[src/sv/gsa_pkg.sv]
`default_nettype none

package gsa_pkg;

   localparam int MAX_STATES = 4096;
   localparam int ALPHABET   = 26;
   localparam int ST_W       = $clog2(MAX_STATES);
   localparam int USED_W     = ST_W + 1;
   localparam int SYM_W      = 5;
   localparam int CNT_W      = 24;

   typedef logic [ALPHABET-1:0][ST_W-1:0] row_type;

   typedef enum logic [11:0] {
      ST_CLEAR = 12'b0000_0000_0001,
      ST_IDLE  = 12'b0000_0000_0010,
      ST_EDGE  = 12'b0000_0000_0100,
      ST_RD    = 12'b0000_0000_1000,
      ST_CHK   = 12'b0000_0001_0000,
      ST_LRD   = 12'b0000_0010_0000,
      ST_SPL   = 12'b0000_0100_0000,
      ST_CPY   = 12'b0000_1000_0000,
      ST_LNK   = 12'b0001_0000_0000,
      ST_RET   = 12'b0010_0000_0000,
      ST_FIN   = 12'b0100_0000_0000,
      ST_DONE  = 12'b1000_0000_0000
   } state_type;

   typedef struct packed {
      logic clear;
      logic accept;
      logic edge_chk;
      logic walk_rd;
      logic walk_chk;
      logic len_rd;
      logic spl;
      logic cpy;
      logic lnk;
      logic ret;
      logic fin;
      logic load;
   } cmd_type;

   typedef struct packed {
      logic reject;
      logic full;
      logic nxt_zero;
      logic match;
      logic node_root;
      logic clone_phase;
      logic ctx_link;
      logic len_eq;
      logic out_free;
   } stat_type;

endpackage

`default_nettype wire

[src/sv/gsa_ctrl.sv]
`default_nettype none

module gsa_ctrl
   import gsa_pkg::*;
(
   input  wire logic     clock,
   input  wire logic     reset,
   input  wire logic     req_valid,
   output logic          req_ready,
   input  wire stat_type stat,
   output cmd_type       cmd
);

   state_type state_ff, state_in;

   always_ff @(posedge clock) begin
      if (reset) begin
         state_ff <= ST_CLEAR;
      end else begin
         state_ff <= state_in;
      end
   end

   assign req_ready = (state_ff == ST_IDLE);

   always_comb begin
      cmd          = '0;
      cmd.clear    = (state_ff == ST_CLEAR);
      cmd.accept   = (state_ff == ST_IDLE) && req_valid;
      cmd.edge_chk = (state_ff == ST_EDGE);
      cmd.walk_rd  = (state_ff == ST_RD);
      cmd.walk_chk = (state_ff == ST_CHK);
      cmd.len_rd   = (state_ff == ST_LRD);
      cmd.spl      = (state_ff == ST_SPL);
      cmd.cpy      = (state_ff == ST_CPY);
      cmd.lnk      = (state_ff == ST_LNK);
      cmd.ret      = (state_ff == ST_RET);
      cmd.fin      = (state_ff == ST_FIN);
      cmd.load     = (state_ff == ST_DONE) && stat.out_free;
   end

   always_comb begin
      state_in = state_ff;
      case (state_ff)
         ST_CLEAR: state_in = ST_IDLE;
         ST_IDLE: begin
            if (req_valid) state_in = stat.reject ? ST_DONE : ST_EDGE;
         end
         ST_EDGE:  state_in = stat.nxt_zero ? ST_RD : ST_LRD;
         ST_RD:    state_in = ST_CHK;
         ST_CHK: begin
            if (stat.match && !stat.node_root) begin
               state_in = ST_RD;
            end else if (stat.clone_phase) begin
               state_in = ST_RET;
            end else if (stat.match) begin
               // walked past the root: link goes to the root
               state_in = ST_FIN;
            end else begin
               state_in = ST_LRD;
            end
         end
         ST_LRD:   state_in = ST_SPL;
         ST_SPL:   state_in = stat.len_eq ? ST_RET : ST_CPY;
         ST_CPY:   state_in = ST_LNK;
         ST_LNK:   state_in = ST_RD;
         ST_RET:   state_in = stat.ctx_link ? ST_FIN : ST_DONE;
         ST_FIN:   state_in = ST_DONE;
         ST_DONE: begin
            if (stat.out_free) state_in = ST_IDLE;
         end
         default:  state_in = ST_CLEAR;
      endcase
   end

endmodule

`default_nettype wire

[config.mk]
export PLATFORM = sky130hd
export DESIGN_NAME = gsa_ctrl
export DESIGN_NICKNAME = d
export VERILOG_FILES = /design/src/sv/gsa_pkg.sv /design/src/sv/gsa_ctrl.sv
export SDC_FILE = /design/constraint.sdc
export NUM_CORES = 1
export LEC_CHECK = 0
export BUFFER_PORTS_ARGS = -buffer_cell sky130_fd_sc_hd__buf_2
export CAP_MARGIN = 10
export CORE_UTILIZATION = 50
export DETAILED_ROUTE_END_ITERATION = 8
export PLACE_DENSITY = 0.82
export SLEW_MARGIN = 15
export SYNTH_ARGS = -nofsm -noshare
export SYNTH_HDL_FRONTEND = slang
export SYNTH_SLANG_ARGS = --single-unit
export TNS_END_PERCENT = 50
[constraint.sdc]
create_clock -name clock -period 2.64 [get_ports clock]
set_clock_uncertainty 0.2 [all_clocks]
set_input_delay 0.264 -clock clock [delete_from_list [all_inputs] [get_ports clock]]
set_output_delay 0.264 -clock clock [all_outputs]
set_load 0.1 [all_outputs]
==> results of run 1 <==
logic make-up (layout without fill, tap and decap cells):
| kind of cell | count (synthesis) | in the layout | synth area share |
|---|---|---|---|
| AO/OA/AOI/OAI | 16 | 16 | 0.120 |
| adder cells (fa/ha/maj) | 1 | 1 | 0.0122 |
| buffers and inverters | 8 | 35 | 0.0517 |
| flip-flops | 12 | 12 | 0.292 |
| multiplexers | 1 | 1 | 0.0122 |
| AND/OR/NAND/NOR | 61 | 61 | 0.511 |
worst max-delay path: stages, from the launching register on:
cell and delay, ns:
dfxtp_1 0.38, nor4_2 0.46, nand3_1 0.24, nor3b_4 0.24, buf_2 0.45
placed cells by master, fill, tap and decap left out, drive strengths merged:
master / netlist / layout
maj3: 1 / 1
a31oi: 1 / 1
nor3b: 4 / 4
clkbuf: 2 / 6
nor4b: 5 / 5
a32oi: 1 / 1
nand2b: 4 / 4
nand2: 6 / 6
nand3: 4 / 4
buf: 2 / 23
a22oi: 1 / 1
a211oi: 1 / 1
nor3: 7 / 7
nor2: 16 / 16
dfxtp: 12 / 12
inv: 4 / 4
o21ai: 1 / 1
nand4b: 2 / 2
o21a: 1 / 1
nand4: 1 / 1
mux2i: 1 / 1
o311ai: 1 / 1
o211ai: 1 / 1
nor2b: 1 / 1
dlygate4sd3: 0 / 2
and2: 2 / 2
nand3b: 2 / 2
nor4: 6 / 6
a21oi: 8 / 8
and4b: 1 / 1
per-stage QoR:
stage	std cells	utilization
floorplan	99	-
global placement	135	0.654
detailed placement	135	0.654
CTS	140	0.681
global route	142	0.696
finish	142	0.696
power breakdown:
part | switching [mW] | internal, mW | leakage (nW)
Sequential | 0.0130 | 0.187 | 0.0973
Combinational | 0.109 | 0.0427 | 0.287
Clock | 0.0608 | 0.0528 | 0.0138
layer usage:
| metal | vias up | track usage | wire (µm) |
|---|---|---|---|
| met4 | 0 | 0.0938 | 23 |
| met5 | - | 0 | 0 |
| li1 | 423 | - | - |
| met3 | 4 | 0.0388 | 114 |
| met1 | 407 | 0.308 | 892 |
| met2 | 40 | 0.455 | 1090 |
area by class of cell:
| cell class | instances | area, µm² |
|---|---|---|
| flip-flops and latches | 12 | 240 |
| well taps | 16 | 20.0 |
| clock buffers | 3 | 22.5 |
| multi-input cells | 79 | 583 |
| repair buffers | 28 | 180 |
| inverters | 4 | 15.0 |
| fillers | 126 | 463 |
worst paths after layout:
check	start	endpoint	slack (ns)
min	stat[2]	state_ff[10]	0.04
min reg2reg	state_ff[4]	state_ff[6]	0.44
max	state_ff[2]	cmd[4]	0.14
max reg2reg	state_ff[2]	state_ff[7]	0.62
what timing repair did:
| item | in CTS | in global routing |
|---|---|---|
| setup buffers | 0 | 2 |
| endpoints found under the hold margin | 2 | 0 |
| setup endpoints to repair | 0 | 7 |
| gates resized for setup | 0 | 3 |
| hold buffers | 2 | 0 |
==> key figures, run 1 <==
STA
  – Min Tclk post-route: approximately 2.5 ns
  – Slew @ Worst Pin: a little under 0.5 ns
  – Hold Fails Final Rpt: 0
  – Final period util: 0.948
  – Worst slew margin: 0.677
  – Fmax: 399 MHz
  – RSZ-0062 raised after global routing: no
  – Min Hold Slack: around 0.042 ns
  – Setup Viol. Count Final: 0
  – Final slew viol count: 0
  – PnR worst setup slack: around 0.14 ns
  – Setup TNS: 0 ns

Route
  – Final antenna-violating net count: 0
  – Drt first-iter violations: 22
  – DRC viols: 0
  – WL per Instance: 14.9 µm
  – Via Count: approximately 900
  – Drt pass-1 iters: 4
  – Vias per std cell: about 6
  – Routed wire length: roughly 2100 µm

Synth
  – Post-Synthesis Net Count: around 110
  – Most frequent cells after synthesis: nor2_1 (16), dfxtp_1 (12), a21oi_1 (8)
  – Most area-hungry cell type in the Yosys netlist: dfxtp_1
  – Synth area leaders: dfxtp_1 (29%), nor2_1 (7.3%), nor4_2 (6.1%), nor4b_1 (5.3%), a21oi_1 (4.9%)
  – Post-Synthesis Cells: between 90 and 100
  – Yosys cell types: 38
  – Yosys synthesis warning count: 0
  – FF+latch count, synth: 12
  – Post-synth ARST share: 0
  – Most frequent cell after synthesis: nor2_1
  – Number of flops mapped to enable cells by yosys: 0
  – Syn avg cell area: between 8 and 9 µm²
  – Cell Area, Synth: around 820 µm²
  – Post-synth top flop: dfxtp_1
  – Yosys top cell area share: 0.292
  – Sequential area share after synthesis: 0.292

Critical path
  – R2r worst-path depth: 4
  – Critical Path AT: between 2 and 2.5 ns
  – Critical Path RT: ~2.2 ns
  – Crit start category: flip-flop
  – Critical Path End Type: output pin
  – CP Max Fanout: 6
  – Crit path kind: reg2out

Clock network
  – Clock net sink count: 12
  – H-tree levels: 1
  – Worst-path clk slew: approximately 0.08 ns
  – CTS buffer count: 3
  – Clk Latency, worst-skew pair: 0.27 ns
  – Root buffer cell: clkbuf_4
  – CTS tree: built
  – Max Root-Sink Buffers: 2

Power and ir drop
  – Pwr Total: 0.465 mW
  – Leak Pwr: 0.399 nW
  – Peak VDD IR: 0.000294 V
  – Power Dens Cells: about 440 mW/mm²

GRT
  – Grt ovf: 0
  – GRT Overall Usage: 0.256
  – Vias in the first global route: ~820
  – First-pass GRT wire length: ~3500 µm
  – Initial antenna violation count: 0
  – Largest net degree at the start of global routing: 14

Final layout
  – Final Cell Area: 0.00106 mm²
  – Max reg flops: 12
  – Fin nets: 140
  – Area Overhead vs Synth: 29.1%
  – Layout cells sized above 1: 0.357
  – N_diodes: 0
  – Largest regs: state_ff x12
  – Largest Register: state_ff

Floorplan
  – Row count: 14
  – Die width: ~43 µm
  – Die Y-Extent: around 43 µm
  – Initial core utilization: 0.539
  – Area of the core: around 0.0015 mm²
  – Io pins: 25
  – Die area: between 0.0015 and 0.002 mm²

Outcome
  – Status: finished clean

Placed design
  – Dpl ws: 0.347 ns
  – Port bufs: 23
  – Final HPWL DP: 1600 µm
  – Dpl cell area: roughly 1000 µm²
  – Gpl congestion: 0.831

Hold path
  – Hold Path Depth: 3
  – HP Class: in2reg

Flow run
  – Max Cap Viol: 0
Note: power is estimated with default switching activity, not from simulation.
==> run 2, diff against run 1 <==
--- a/config.mk
+++ b/config.mk
@@ -7,6 +7,7 @@
 export LEC_CHECK = 0
 export BUFFER_PORTS_ARGS = -buffer_cell sky130_fd_sc_hd__buf_2
 export CAP_MARGIN = 10
+export CORE_ASPECT_RATIO = 1.1
 export CORE_UTILIZATION = 50
 export DETAILED_ROUTE_END_ITERATION = 8
 export PLACE_DENSITY = 0.82
==> run 2 against run 1 <==
- sequential power about the same
- worst hold slack worse by 0.0085 ns
- count of clock-buffer cells in the layout up 1
- cell count stayed put
- critical endpoint is now cmd[7]
- highest routed layer unchanged
==> key figures, run 2 (same netlist as run 1, synthesis figures left out) <==
STA
  – Min Tclk post-route: 2.54 ns
  – RSZ-0062 raised after global routing: no
  – Fmax: 393 MHz
  – Slew @ Worst Pin: between 0.5 and 0.6 ns
  – Worst slew margin: 0.662
  – Final period util: 0.964
  – Final slew viol count: 0
  – Min Hold Slack: between 0.03 and 0.04 ns
  – PnR worst setup slack: 0.0950 ns
  – Setup TNS: 0 ns
  – Setup Viol. Count Final: 0
  – Hold Fails Final Rpt: 0

GRT
  – Initial antenna violation count: 0
  – Vias in the first global route: between 700 and 800
  – First-pass GRT wire length: between 3000 and 4000 µm
  – Largest net degree at the start of global routing: 14
  – GRT Overall Usage: 0.261
  – Grt ovf: 0

Placed design
  – Final HPWL DP: about 1500 µm
  – Port bufs: 23
  – Dpl ws: a little under 0.3 ns
  – Dpl cell area: 982 µm²
  – Gpl congestion: just over 0.8

Critical path
  – Critical Path End Type: output pin
  – Max incr delay on CP: 0.53 ns
  – Reg-to-reg startpoint: state_ff[6]
  – Crit path kind: reg2out
  – Crit start category: flip-flop
  – RR Endpoint: state_ff[11]
  – R2r worst-path depth: 5
  – Critical Path RT: ~2.2 ns
  – Critical-path top delay cell: nor4_4
  – Critical Path AT: between 2 and 2.5 ns
  – R2r setup slk: 0.62 ns
  – CP Cell Sequence: nor4_4 > nand3_2 > nor3_4 > buf_2
  – CP Max Fanout: 8

Final layout
  – Most common cell after layout, fill and taps aside: buf_2
  – N_diodes: 0
  – Max reg flops: 12
  – Most frequent cells in the layout: buf_2 (18), nor2_1 (15), dfxtp_1 (12), a21oi_1 (8), clkbuf_4 (6)
  – Largest regs: state_ff x12
  – Largest Register: state_ff
  – Fin nets: 138
  – Final Cell Area: ~0.0011 mm²
  – Area of the multi-input gates: around 580 µm²
  – Fill count: between 100 and 150
  – Area Overhead vs Synth: 27.9%
  – Flip-flop and latch area: approximately 240 µm²
  – Layout cells sized above 1: 0.352

Floorplan
  – Die area: 0.00181 mm²
  – Row count: 15
  – Die width: 40.7 µm
  – Io pins: 25
  – Die Y-Extent: roughly 45 µm
  – Initial core utilization: 0.528
  – Area of the core: roughly 0.0016 mm²

Route
  – Vias per std cell: between 6 and 7
  – Via Count: approximately 850
  – WL per Instance: between 10 and 15 µm
  – Final antenna-violating net count: 0
  – Drt first-iter violations: 12
  – Drt pass-1 iters: 4
  – DRC viols: 0
  – Routed wire length: just under 2000 µm

Hold path
  – Hold Path Depth: 3
  – Hold endpoint: state_ff[10]
  – HP Start: stat[2]
  – HP Class: in2reg

Flow run
  – Max Cap Viol: 0

Clock network
  – CTS buffer count: 3
  – H-tree levels: 1
  – Max Root-Sink Buffers: 2
  – Clk Latency, worst-skew pair: 0.27 ns
  – Worst-path clk slew: 0.08 ns
  – Post-CTS Setup Bufs: 0
  – Clock net sink count: 12
  – Root buffer cell: clkbuf_4
  – CTS tree: built

Power and ir drop
  – Pwr Total: approximately 0.50 mW
  – Power Dens Cells: roughly 470 mW/mm²
  – Leak Pwr: 0.395 nW
  – Peak VDD IR: approximately 0.00032 V

Outcome
  – Status: finished clean
## run 2: area by class of cell
class,count,area share
well taps,17,0.0202
flip-flops and latches,12,0.229
multi-input cells,79,0.555
repair buffers,26,0.148
inverters,4,0.0143
clock buffers,4,0.0345
## run 2: worst max-delay path, delay by kind of cell (launching register included)
| kind | cells | cell delay [ns] |
|---|---|---|
| buffers and inverters | 1 | 0.47 |
| DFF | 1 | 0.37 |
| and+or+nand+nor | 3 | 0.96 |
## run 2: layer usage
metal,up-vias,wire length [µm],GRT usage
li1,418,-,-
met1,405,788,0.292
met2,29,1050,0.454
met3,2,121,0.0653
met4,0,8,0.100
met5,-,0,0
## run 2: metrics by stage
stage / cells / util
floorplan: 99 / -
finish: 142 / 0.675
global route: 142 / 0.675
CTS: 142 / 0.670
global placement: 136 / 0.631
detailed placement: 136 / 0.631
## run 2: power breakdown
group          switching, mW  internal [mW]  leakage (nW)
combinational          0.106         0.0420         0.276
clock                 0.0649         0.0838        0.0210
sequential            0.0136          0.187        0.0973
## run 2: how the worst max path moves through the flow
stage,depth (start not counted),slack (ns),end,startpoint
5_1_grt,4,0.009,cmd[7],state_ff[9]
2_1_floorplan,5,-0.24,state_ff[7],state_ff[10]
3_5_place_dp,4,0.30,cmd[5],state_ff[8]
6_report,4,0.1,cmd[7],state_ff[8]
3_3_place_gp,4,0.36,cmd[5],state_ff[8]
4_1_cts,5,0.05,cmd[10],state_ff[8]
## run 2: timing repair
item | in CTS | in global routing
setup endpoints to repair | 2 | 3
endpoints found under the hold margin | 2 | 0
hold buffers | 2 | 0
resized for setup | 2 | 3
